`config.mk`:
```
export PLATFORM = sky130hd
export DESIGN_NAME = buddy_block_allocator
export DESIGN_NICKNAME = d
export VERILOG_FILES = /design/src/rtl/bba_pkg.sv /design/src/rtl/buddy_block_allocator.sv
export SDC_FILE = /design/constraint.sdc
export NUM_CORES = 2
export LEC_CHECK = 0
export BUFFER_PORTS_ARGS = -buffer_cell sky130_fd_sc_hd__buf_2
export CAP_MARGIN = 20
export CORE_ASPECT_RATIO = 0.5
export CORE_UTILIZATION = 35
export DETAILED_ROUTE_END_ITERATION = 8
export SYNTH_ARGS = -nofsm -noshare
export SYNTH_HDL_FRONTEND = slang
export SYNTH_SLANG_ARGS = --single-unit
```
`constraint.sdc`:
```
create_clock -name clk -period 11.25 [get_ports clk]
set_clock_uncertainty 0.1 [all_clocks]
set_input_delay 0.5625 -clock clk [delete_from_list [all_inputs] [get_ports clk]]
set_output_delay 0.5625 -clock clk [all_outputs]
set_load 0.05 [all_outputs]
```
`src/rtl/bba_pkg.sv`:
```
// ============================================================================
// bba_pkg
// Shared types, codes and default sizes for the buddy block allocator.
// ============================================================================
package bba_pkg;

    localparam int BBA_HEAP_BYTES   = 16384;
    localparam int BBA_LEVELS       = 10;
    localparam int BBA_HEADER_BYTES = 16;

    typedef enum logic {
        CMD_ALLOC = 1'b0,
        CMD_FREE  = 1'b1
    } cmd_t;

    typedef enum logic [1:0] {
        STAT_ALLOCATED = 2'd0,
        STAT_NO_SPACE  = 2'd1,
        STAT_FREED     = 2'd2,
        STAT_BAD_FREE  = 2'd3
    } status_t;

    typedef enum logic [3:0] {
        S_CLEAR,
        S_IDLE,
        S_A_SCAN_RD,
        S_A_SCAN_CHK,
        S_A_SPLIT_RD,
        S_A_SPLIT_WR,
        S_A_MARK_RD,
        S_A_MARK_WR,
        S_F_LOOK_RD,
        S_F_LOOK_CHK,
        S_F_FREE_RD,
        S_F_FREE_WR,
        S_F_BUD_RD,
        S_F_BUD_CHK,
        S_F_PAR_RD,
        S_F_PAR_WR
    } state_t;

    typedef struct packed {
        cmd_t        cmd;
        logic [15:0] req_size;
        logic [13:0] addr;
    } req_t;

    typedef struct packed {
        status_t     status;
        logic [13:0] addr_out;
        logic [3:0]  level_out;
        logic [14:0] free_bytes;
    } rsp_t;

endpackage

```
`src/rtl/buddy_block_allocator.sv`:
```
// ============================================================================
// buddy_block_allocator
// Buddy allocator: free/alloc bit trees in row memories, walked by a sequencer.
// ============================================================================
// Allocate: scan rows of the working level, then split down to the fit level;
//   free: probe aligned levels, then merge upward with free buddies;
//   refused requests go straight to the result slot (bad frees after any probing).
// Throughput: one transaction at a time; the row-memory port sets the pace.
// Reset: free/alloc row memories are swept clear, one row per cycle
//   (2^(max(LEVELS,6)-5) rows, 32 at defaults), before the first request.
module buddy_block_allocator
#(
    parameter int HEAP_BYTES   = bba_pkg::BBA_HEAP_BYTES,
    parameter int LEVELS       = bba_pkg::BBA_LEVELS,
    parameter int HEADER_BYTES = bba_pkg::BBA_HEADER_BYTES
)
(
    input  logic          clk,
    input  logic          rst_n,
    input  logic          req_valid,
    output logic          req_stall,
    input  bba_pkg::req_t req,
    output logic          rsp_valid,
    input  logic          rsp_stall,
    output bba_pkg::rsp_t rsp
);
    import bba_pkg::*;

    localparam int HB_LOG = $clog2(HEAP_BYTES);
    localparam int IW     = (LEVELS > 6) ? LEVELS : 6;
    localparam int RAW    = IW - 5;
    localparam int NROWS  = 1 << RAW;
    localparam int LV_W   = $clog2(LEVELS);
    localparam int CW     = (HB_LOG + 1 > 17) ? HB_LOG + 1 : 17;
    localparam int FT_W   = HB_LOG + 1;
    localparam int CNT_W  = IW + 1;
    localparam logic [LV_W-1:0] LV_TOP = LV_W'(LEVELS - 1);
    localparam logic [CW-1:0]   HEAP_C = CW'(HEAP_BYTES);
    localparam logic [CW-1:0]   HDR_C  = CW'(HEADER_BYTES);
    localparam logic [RAW-1:0]  ROW_LAST = RAW'(NROWS - 1);

    // block bytes at a level
    function automatic logic [CW-1:0] blk(input logic [LV_W-1:0] lv);
        return HEAP_C >> lv;
    endfunction

    // first 1-based node index of a level
    function automatic logic [IW-1:0] lv_first(input logic [LV_W-1:0] lv);
        return IW'(1) << lv;
    endfunction

    // row bits that belong to a level (only row 0 mixes levels)
    function automatic logic [31:0] lvl_mask(input logic [LV_W-1:0] lv);
        logic [31:0] m;
        m = '0;
        for (int b = 0; b < 32; b++)
        begin
            m[b] = (int'(lv) >= 5) || ((32'(b) >> lv) == 32'd1);
        end
        return m;
    endfunction

    // --------------------------------------------------------------------
    // state
    // --------------------------------------------------------------------
    state_t            state_reg, state_next;
    logic [CW-1:0]     h_reg, h_next;
    logic [LV_W-1:0]   lv_reg, lv_next;      // target level
    logic [LV_W-1:0]   j_reg, j_next;        // working level
    logic [RAW-1:0]    row_reg, row_next;
    logic [IW-1:0]     idx_reg, idx_next;    // 1-based node index
    logic [FT_W-1:0]   free_total_reg, free_total_next;
    status_t           stat_reg, stat_next;
    logic [13:0]       paddr_reg, paddr_next;
    logic [LV_W-1:0]   plvl_reg, plvl_next;
    logic              rsp_valid_reg, rsp_valid_next;
    rsp_t              rsp_reg, rsp_next;
    logic [CNT_W-1:0]  cnt_reg [LEVELS];

    // row memories
    logic [31:0]       free_mem  [NROWS];
    logic [31:0]       alloc_mem [NROWS];
    logic [31:0]       free_rd_reg, alloc_rd_reg;
    logic [RAW-1:0]    rd_row, wr_row;
    logic              fw_en, aw_en;
    logic [31:0]       fw_data, aw_data;

    // free-count update port
    logic              cnt_en;
    logic [LV_W-1:0]   cnt_idx;
    logic [CNT_W-1:0]  cnt_delta;

    assign req_stall = (state_reg != S_IDLE);
    assign rsp_valid = rsp_valid_reg;
    assign rsp       = rsp_reg;

    // --------------------------------------------------------------------
    // registers
    // --------------------------------------------------------------------
    always_ff @(posedge clk or negedge rst_n)
    begin
        if (!rst_n)
        begin
            state_reg      <= S_CLEAR;
            row_reg        <= '0;
            free_total_reg <= FT_W'(HEAP_BYTES);
            rsp_valid_reg  <= 1'b0;
        end
        else
        begin
            state_reg      <= state_next;
            row_reg        <= row_next;
            free_total_reg <= free_total_next;
            rsp_valid_reg  <= rsp_valid_next;
        end
    end

    always_ff @(posedge clk)
    begin
        h_reg     <= h_next;
        lv_reg    <= lv_next;
        j_reg     <= j_next;
        idx_reg   <= idx_next;
        stat_reg  <= stat_next;
        paddr_reg <= paddr_next;
        plvl_reg  <= plvl_next;
        rsp_reg   <= rsp_next;
    end

    // per-level free block counts
    always_ff @(posedge clk or negedge rst_n)
    begin
        if (!rst_n)
        begin
            for (int i = 0; i < LEVELS; i++)
            begin
                cnt_reg[i] <= (i == 0) ? CNT_W'(1) : '0;
            end
        end
        else if (cnt_en)
        begin
            cnt_reg[cnt_idx] <= cnt_reg[cnt_idx] + cnt_delta;
        end
    end

    // row memories: one write row, one read row, registered read
    always_ff @(posedge clk)
    begin
        if (fw_en)
        begin
            free_mem[wr_row] <= fw_data;
        end
        if (aw_en)
        begin
            alloc_mem[wr_row] <= aw_data;
        end
        free_rd_reg  <= free_mem[rd_row];
        alloc_rd_reg <= alloc_mem[rd_row];
    end

    // --------------------------------------------------------------------
    // sequencer
    // --------------------------------------------------------------------
    always_comb
    begin
        logic [CW-1:0]   size;
        logic [LV_W-1:0] fit, lvl0, jsel;
        logic            any_free;
        logic [31:0]     m;
        logic [4:0]      pb;
        logic            zb;
        logic [4:0]      sh;
        logic [IW-1:0]   cand;
        logic [IW-1:0]   child;
        logic [CW-1:0]   off;

        state_next      = state_reg;
        h_next          = h_reg;
        lv_next         = lv_reg;
        j_next          = j_reg;
        row_next        = row_reg;
        idx_next        = idx_reg;
        free_total_next = free_total_reg;
        stat_next       = stat_reg;
        paddr_next      = paddr_reg;
        plvl_next       = plvl_reg;
        rsp_valid_next  = rsp_valid_reg;
        rsp_next        = rsp_reg;
        rd_row          = idx_reg[IW-1:5];
        wr_row          = idx_reg[IW-1:5];
        fw_en           = 1'b0;
        aw_en           = 1'b0;
        fw_data         = free_rd_reg;
        aw_data         = alloc_rd_reg;
        cnt_en          = 1'b0;
        cnt_idx         = j_reg;
        cnt_delta       = CNT_W'(1);

        // request decode: fit level, largest free level, deepest usable level
        size     = CW'(req.req_size) + HDR_C;
        fit      = '0;
        lvl0     = '0;
        jsel     = '0;
        any_free = 1'b0;
        for (int l = LEVELS - 1; l >= 0; l--)
        begin
            if (cnt_reg[l] != '0)
            begin
                lvl0     = LV_W'(l);
                any_free = 1'b1;
            end
        end
        for (int l = 0; l < LEVELS; l++)
        begin
            if (blk(LV_W'(l)) >= size)
            begin
                fit = LV_W'(l);
            end
        end
        for (int l = 0; l < LEVELS; l++)
        begin
            if ((cnt_reg[l] != '0) && (LV_W'(l) <= fit))
            begin
                jsel = LV_W'(l);
            end
        end

        // level geometry for the working level
        zb   = (int'(j_reg) > HB_LOG);
        sh   = zb ? 5'd0 : 5'(HB_LOG - int'(j_reg));
        cand = lv_first(j_reg) | IW'(h_reg >> sh);

        // lowest free bit of the scanned row at the working level
        m  = free_rd_reg & lvl_mask(j_reg);
        pb = '0;
        for (int b = 31; b >= 0; b--)
        begin
            if (m[b])
            begin
                pb = 5'(b);
            end
        end

        child = IW'({idx_reg, 1'b1});
        off   = (int'(lv_reg) > HB_LOG) ? '0 :
                (CW'(idx_reg ^ lv_first(lv_reg)) << (5'(HB_LOG) - 5'(lv_reg)));

        // result register drains independently
        if (rsp_valid_reg && !rsp_stall)
        begin
            rsp_valid_next = 1'b0;
        end

        case (state_reg)
            S_CLEAR:
            begin
                wr_row   = row_reg;
                fw_en    = 1'b1;
                aw_en    = 1'b1;
                fw_data  = (row_reg == '0) ? 32'd2 : 32'd0;
                aw_data  = '0;
                row_next = row_reg + RAW'(1);
                if (row_reg == ROW_LAST)
                begin
                    state_next = S_IDLE;
                end
            end

            S_IDLE:
            begin
                if (req_valid)
                begin
                    paddr_next = '0;
                    plvl_next  = '0;
                    if (req.cmd == CMD_ALLOC)
                    begin
                        if (!any_free || size > blk(lvl0))
                        begin
                            stat_next  = STAT_NO_SPACE;
                            state_next = S_A_MARK_WR;
                        end
                        else
                        begin
                            lv_next    = fit;
                            j_next     = jsel;
                            row_next   = RAW'(lv_first(jsel) >> 5);
                            state_next = S_A_SCAN_RD;
                        end
                    end
                    else
                    begin
                        h_next = CW'(req.addr) - HDR_C;
                        j_next = '0;
                        if ((CW'(req.addr) < HDR_C) || (CW'(req.addr) - HDR_C >= HEAP_C))
                        begin
                            stat_next  = STAT_BAD_FREE;
                            state_next = S_A_MARK_WR;
                        end
                        else
                        begin
                            state_next = S_F_LOOK_RD;
                        end
                    end
                end
            end

            // scan rows of the working level for its lowest free node
            S_A_SCAN_RD:
            begin
                rd_row     = row_reg;
                state_next = S_A_SCAN_CHK;
            end

            S_A_SCAN_CHK:
            begin
                if (m != '0)
                begin
                    wr_row    = row_reg;
                    fw_en     = 1'b1;
                    fw_data   = free_rd_reg & ~(32'd1 << pb);
                    cnt_en    = 1'b1;
                    cnt_delta = '1;
                    idx_next  = IW'({row_reg, pb});
                    state_next = (j_reg == lv_reg) ? S_A_MARK_RD : S_A_SPLIT_RD;
                end
                else
                begin
                    row_next   = row_reg + RAW'(1);
                    state_next = S_A_SCAN_RD;
                end
            end

            // split: free the right half, keep the left
            S_A_SPLIT_RD:
            begin
                rd_row     = child[IW-1:5];
                state_next = S_A_SPLIT_WR;
            end

            S_A_SPLIT_WR:
            begin
                wr_row    = child[IW-1:5];
                fw_en     = 1'b1;
                fw_data   = free_rd_reg | (32'd1 << child[4:0]);
                cnt_en    = 1'b1;
                cnt_idx   = j_reg + LV_W'(1);
                idx_next  = IW'({idx_reg, 1'b0});
                j_next    = j_reg + LV_W'(1);
                state_next = ((j_reg + LV_W'(1)) == lv_reg) ? S_A_MARK_RD : S_A_SPLIT_RD;
            end

            S_A_MARK_RD:
            begin
                state_next = S_A_MARK_WR;
                stat_next  = STAT_ALLOCATED;
            end

            // mark allocation; also the result slot for every path but the grant, which goes out from S_F_PAR_RD
            S_A_MARK_WR:
            begin
                if (stat_reg == STAT_ALLOCATED)
                begin
                    aw_en           = 1'b1;
                    aw_data         = alloc_rd_reg | (32'd1 << idx_reg[4:0]);
                    free_total_next = free_total_reg - FT_W'(blk(lv_reg));
                    paddr_next      = 14'(off + HDR_C);
                    plvl_next       = lv_reg;
                    stat_next       = STAT_FREED;   // overridden below by the grant marker
                    state_next      = S_F_PAR_WR;
                    // the grant reuses S_F_PAR_RD, marked by STAT_NO_SPACE
                end
                if (!rsp_valid_reg || !rsp_stall)
                begin
                    if (stat_reg != STAT_ALLOCATED)
                    begin
                        rsp_next.status     = stat_reg;
                        rsp_next.addr_out   = paddr_reg;
                        rsp_next.level_out  = 4'(plvl_reg);
                        rsp_next.free_bytes = 15'(free_total_reg);
                        rsp_valid_next      = 1'b1;
                        state_next          = S_IDLE;
                    end
                end
                if (stat_reg == STAT_ALLOCATED)
                begin
                    stat_next  = STAT_ALLOCATED;
                    state_next = S_A_MARK_WR;
                    lv_next    = lv_reg;
                    idx_next   = idx_reg;
                    // hold: S_F_PAR_RD emits the grant
                    stat_next  = STAT_NO_SPACE;
                    state_next = S_F_PAR_RD;
                end
            end

            // free: probe alloc bit of each aligned candidate
            S_F_LOOK_RD:
            begin
                if (zb || ((h_reg & (blk(j_reg) - CW'(1))) != '0))
                begin
                    if (j_reg == LV_TOP)
                    begin
                        stat_next  = STAT_BAD_FREE;
                        state_next = S_A_MARK_WR;
                    end
                    else
                    begin
                        j_next = j_reg + LV_W'(1);
                    end
                end
                else
                begin
                    rd_row     = cand[IW-1:5];
                    state_next = S_F_LOOK_CHK;
                end
            end

            S_F_LOOK_CHK:
            begin
                if (alloc_rd_reg[cand[4:0]])
                begin
                    wr_row     = cand[IW-1:5];
                    aw_en      = 1'b1;
                    aw_data    = alloc_rd_reg & ~(32'd1 << cand[4:0]);
                    idx_next   = cand;
                    plvl_next  = j_reg;
                    state_next = S_F_FREE_RD;
                end
                else if (j_reg == LV_TOP)
                begin
                    stat_next  = STAT_BAD_FREE;
                    state_next = S_A_MARK_WR;
                end
                else
                begin
                    j_next     = j_reg + LV_W'(1);
                    state_next = S_F_LOOK_RD;
                end
            end

            S_F_FREE_RD:
            begin
                state_next = S_F_FREE_WR;
            end

            S_F_FREE_WR:
            begin
                fw_en           = 1'b1;
                fw_data         = free_rd_reg | (32'd1 << idx_reg[4:0]);
                cnt_en          = 1'b1;
                free_total_next = free_total_reg + FT_W'(blk(j_reg));
                stat_next       = STAT_FREED;
                state_next      = (idx_reg == IW'(1)) ? S_A_MARK_WR : S_F_BUD_RD;
            end

            // merge with a free buddy, one level per pass
            S_F_BUD_RD:
            begin
                state_next = S_F_BUD_CHK;
            end

            S_F_BUD_CHK:
            begin
                if (!free_rd_reg[idx_reg[4:0] ^ 5'd1])
                begin
                    state_next = S_A_MARK_WR;
                end
                else
                begin
                    fw_en      = 1'b1;
                    fw_data    = free_rd_reg & ~(32'd3 << {idx_reg[4:1], 1'b0});
                    cnt_en     = 1'b1;
                    cnt_delta  = ~CNT_W'(1);
                    idx_next   = idx_reg >> 1;
                    j_next     = j_reg - LV_W'(1);
                    state_next = S_F_PAR_RD;
                end
            end

            S_F_PAR_RD:
            begin
                if (stat_reg == STAT_NO_SPACE)
                begin
                    // grant waiting for the result slot
                    if (!rsp_valid_reg || !rsp_stall)
                    begin
                        rsp_next.status     = STAT_ALLOCATED;
                        rsp_next.addr_out   = paddr_reg;
                        rsp_next.level_out  = 4'(plvl_reg);
                        rsp_next.free_bytes = 15'(free_total_reg);
                        rsp_valid_next      = 1'b1;
                        state_next          = S_IDLE;
                    end
                end
                else
                begin
                    state_next = S_F_PAR_WR;
                end
            end

            S_F_PAR_WR:
            begin
                fw_en      = 1'b1;
                fw_data    = free_rd_reg | (32'd1 << idx_reg[4:0]);
                cnt_en     = 1'b1;
                state_next = (idx_reg == IW'(1)) ? S_A_MARK_WR : S_F_BUD_RD;
            end

            default:
            begin
                state_next = S_IDLE;
            end
        endcase
    end

    // --------------------------------------------------------------------
    // assertions
    // --------------------------------------------------------------------
    a_rsp_from_seq: assert property (@(posedge clk) disable iff (!rst_n)
        $rose(rsp_valid_reg) |-> ($past(state_reg) == S_A_MARK_WR ||
                                  $past(state_reg) == S_F_PAR_RD))
        else $error("result raised outside a result state");

    a_total_bound: assert property (@(posedge clk) disable iff (!rst_n)
        free_total_reg <= FT_W'(HEAP_BYTES))
        else $error("free byte count above heap size");

    a_root_count: assert property (@(posedge clk) disable iff (!rst_n)
        cnt_reg[0] <= CNT_W'(1))
        else $error("more than one free root");

    a_accept_busy: assert property (@(posedge clk) disable iff (!rst_n)
        req_valid && !req_stall |=> state_reg != S_IDLE)
        else $error("sequencer idle after accepting a request");

endmodule
```
==> impl_metrics.csv <==
group,metric,value,unit
outcome,status,"finished, final reports clean",
critical_path,worstRegToRegCells,16,
global_route,antenna_found_initial,19,
finish,fin_nets,8058,
finish,syn2layout_area_growth,13.27,%
clock_network,clockRootBuffer,"clkbuf_16",
sta,rsz0062_at_grt,"no",
sta,tns,0,ns
yosys,ys_seq_elements,2335,
yosys,synth.distinct_cells,113,
critical_path,crit_fanout,23,
finish,mostFrequentLayoutCell,"edfxtp_1",
global_route,grt_first_pass_wirelength,462100,µm
yosys,ys_seq_area_share,68.36,%
sta,clock.fmax,0.1249,GHz
place,port_buffers,71,
yosys,synth_edf_count,2136,
sta,min_period,8.009,ns
floorplan,row_count,138,
critical_path,worstPathRequired,11.60,ns
min_path,hold_class,"in -> reg",
place,gp_congestion,0.9224,
clock_network,clk_path_buf_depth,4,
routing,routedWlPerCell,26.97,µm
critical_path,reg2reg_slack,3.24,ns
finish,regArea,68800,µm²
floorplan,die_w,760.4,µm
finish,fillers,26320,
routing,drc,0,
global_route,grt_pass1_vias,64250,
critical_path,endpoint,"free_mem[18][5]",
sta,maxSlewHeadroom,19.72,%
sta,setup_viol,0,
routing,finalWirelength,321400,µm
routing,drt_iter0_drc,9245,
floorplan,dieArea,289800,µm²
clock_network,clk_latency,0.90,ns
job,cap_viol_max_count,0,
critical_path,start_kind,"flop",
place,place_hpwl,202500,µm
finish,drive_gt1_share,12.32,%
clock_network,tritoncts.num_buffers,218,
floorplan,fp.dieH,381.2,µm
sta,worstMarginPinSlew,1.203,ns
clock_network,cts_tree,"built",
critical_path,reg2reg_to,"free_mem[18][5]",
clock_network,h-tree-depth,4,
global_route,grt.total_usage,21.36,%
global_route,grt_max_degree,177,
yosys,async_flop_share,5.782,%
clock_network,postCtsSetupRepairBufs,0,
yosys,synthCells,7943,
routing,avgViaCountPerCell,5.792,
critical_path,critical_path_class,"reg -> reg",
routing,ant_nets,0,
floorplan,coreArea,284400,µm²
routing,drt_pass1_iterations,8,
critical_path,cp.arrival,8.35,ns
floorplan,start_util,35.39,%
sta,slew_viol_final,0,
sta,finalHoldViolCount,0,
routing,via_count,69040,
finish,multi_input_area,30630,µm²
finish,layout_common_cells,"edfxtp_1 (2136), nand2_1 (1515), nand3_1 (757), nor2_1 (280), clkbuf_16 (222)",
floorplan,boundaryPins,72,
critical_path,r2r-start,"j_reg[1]",
yosys,yosysWarningCount,0,
critical_path,crit_start,"j_reg[1]",
critical_path,end_kind,"flop",
global_route,grt_overflow,0,
sta,finalCritPeriodShare,71.19,%
clock_network,cts_sinks,2335,
clock_network,path_clk_slew,0.07,ns
yosys,synth_area_per_cell,12.67,µm²
yosys,ys.flop_type,"edfxtp_1",
yosys,netlist_area,100600,µm²
cells by family after synthesis:
| logic type | share of synthesized area (%) |
|---|---|
| AOI/OAI and AO/OA | 8.884 |
| and+or+nand+nor | 15.17 |
| xor gates and xnor gates | 0.7397 |
| other | 0.007462 |
| buffers and inverters | 2.470 |
| muxes | 3.519 |
| DFF | 68.36 |
| adders and majority gates | 0.8478 |
through the flow:
stage,setup slack [ns],hold WS [ns],std cells,utilization (%),instance area (µm²)
after floorplan,4.759,0.1669,7946,-,100700
after global placement,3.387,0.3046,11470,37.38,106300
after detailed placement,3.227,0.3064,11480,37.41,106400
after CTS,3.149,0.01148,11890,39.93,113600
after global routing,2.978,0.03629,11920,40.08,114000
final,3.241,0.05500,11920,40.09,114000
worst min path at each step:
stage | startpoint | to | cells after the start | slack, ns
final | req[5] | h_reg[11] | 3 | 0.05
after floorplan | rst_n | cnt_reg[0] | 0 | 0.17
after global placement | paddr_reg[5] | rsp[24] | 0 | 0.30
after global routing | req[5] | h_reg[11] | 3 | 0.04
after detailed placement | paddr_reg[10] | rsp[29] | 0 | 0.31
after CTS | req[5] | h_reg[11] | 3 | 0.01
what timing repair did:
item                       4_1_cts  5_1_grt
hold endpoints to repair        93        0
setup endpoints to repair        0        0
hold buffers                    16        0
gates resized for setup          0        0
metal layers:
| metal | up-vias | GRT usage (%) | part of all wire, % |
|---|---|---|---|
| li1 | 30190 | - | - |
| met1 | 34970 | 31.65 | 44 |
| met2 | 3396 | 32.46 | 45 |
| met3 | 482 | 3.397 | 9.0 |
| met4 | 6 | 5.942 | 2.9 |
| met5 | - | 0 | 0.013 |
cell usage after synthesis, types with 52 or more instances:
master	instances	share of area, %
nor4_1	124	0.77
clkbuf_1	328	1.2
o22ai_1	95	0.59
nand4_1	136	0.85
buf_2	105	0.52
and2_1	66	0.41
dfxtp_1	64	1.3
a21oi_1	169	0.84
edfxtp_1	2136	64
o211ai_1	128	0.95
inv_1	70	0.26
o22a_1	80	0.70
xnor2_1	52	0.45
and3_1	79	0.49
nor2_1	336	1.3
nor3_1	66	0.33
ha_1	65	0.81
a31oi_1	100	0.62
buf_1	52	0.19
a211oi_1	136	1.0
dfrtp_1	133	3.3
mux2_2	147	1.6
mux2i_1	98	0.97
nand2_1	1517	5.7
nand3_1	757	3.8
o21ai_0	213	1.1
worst max-delay path, stage by stage (launching register included):
cell and delay (ns):
edfxtp_1 0.56, buf_4 0.36, inv_1 0.19, ha_1 0.49, buf_4 0.27, or3b_2 0.45, a221oi_1 0.68, o21ai_0 0.28
nor3b_2 0.24, nand4_1 0.12, or3_1 0.48, a21o_1 0.59, or3_1 0.44, nor2_1 0.24, nand3b_1 0.84, nor2b_4 0.63
buf_4 0.55
final cells by class:
| type | instances | area share (%) |
|---|---|---|
| multi-input cells | 5026 | 26.86 |
| well taps | 3780 | 4.149 |
| inverters | 72 | 0.2371 |
| flip-flops and latches | 2335 | 60.35 |
| diodes | 5 | 0.01098 |
| clock buffers | 303 | 5.342 |
| clock inverters | 95 | 0.8034 |
| repair buffers | 303 | 2.239 |
Power is left out: the tool's default activity adds up to more than one toggle a clock period on the data nets, which glitch-free logic cannot reach.
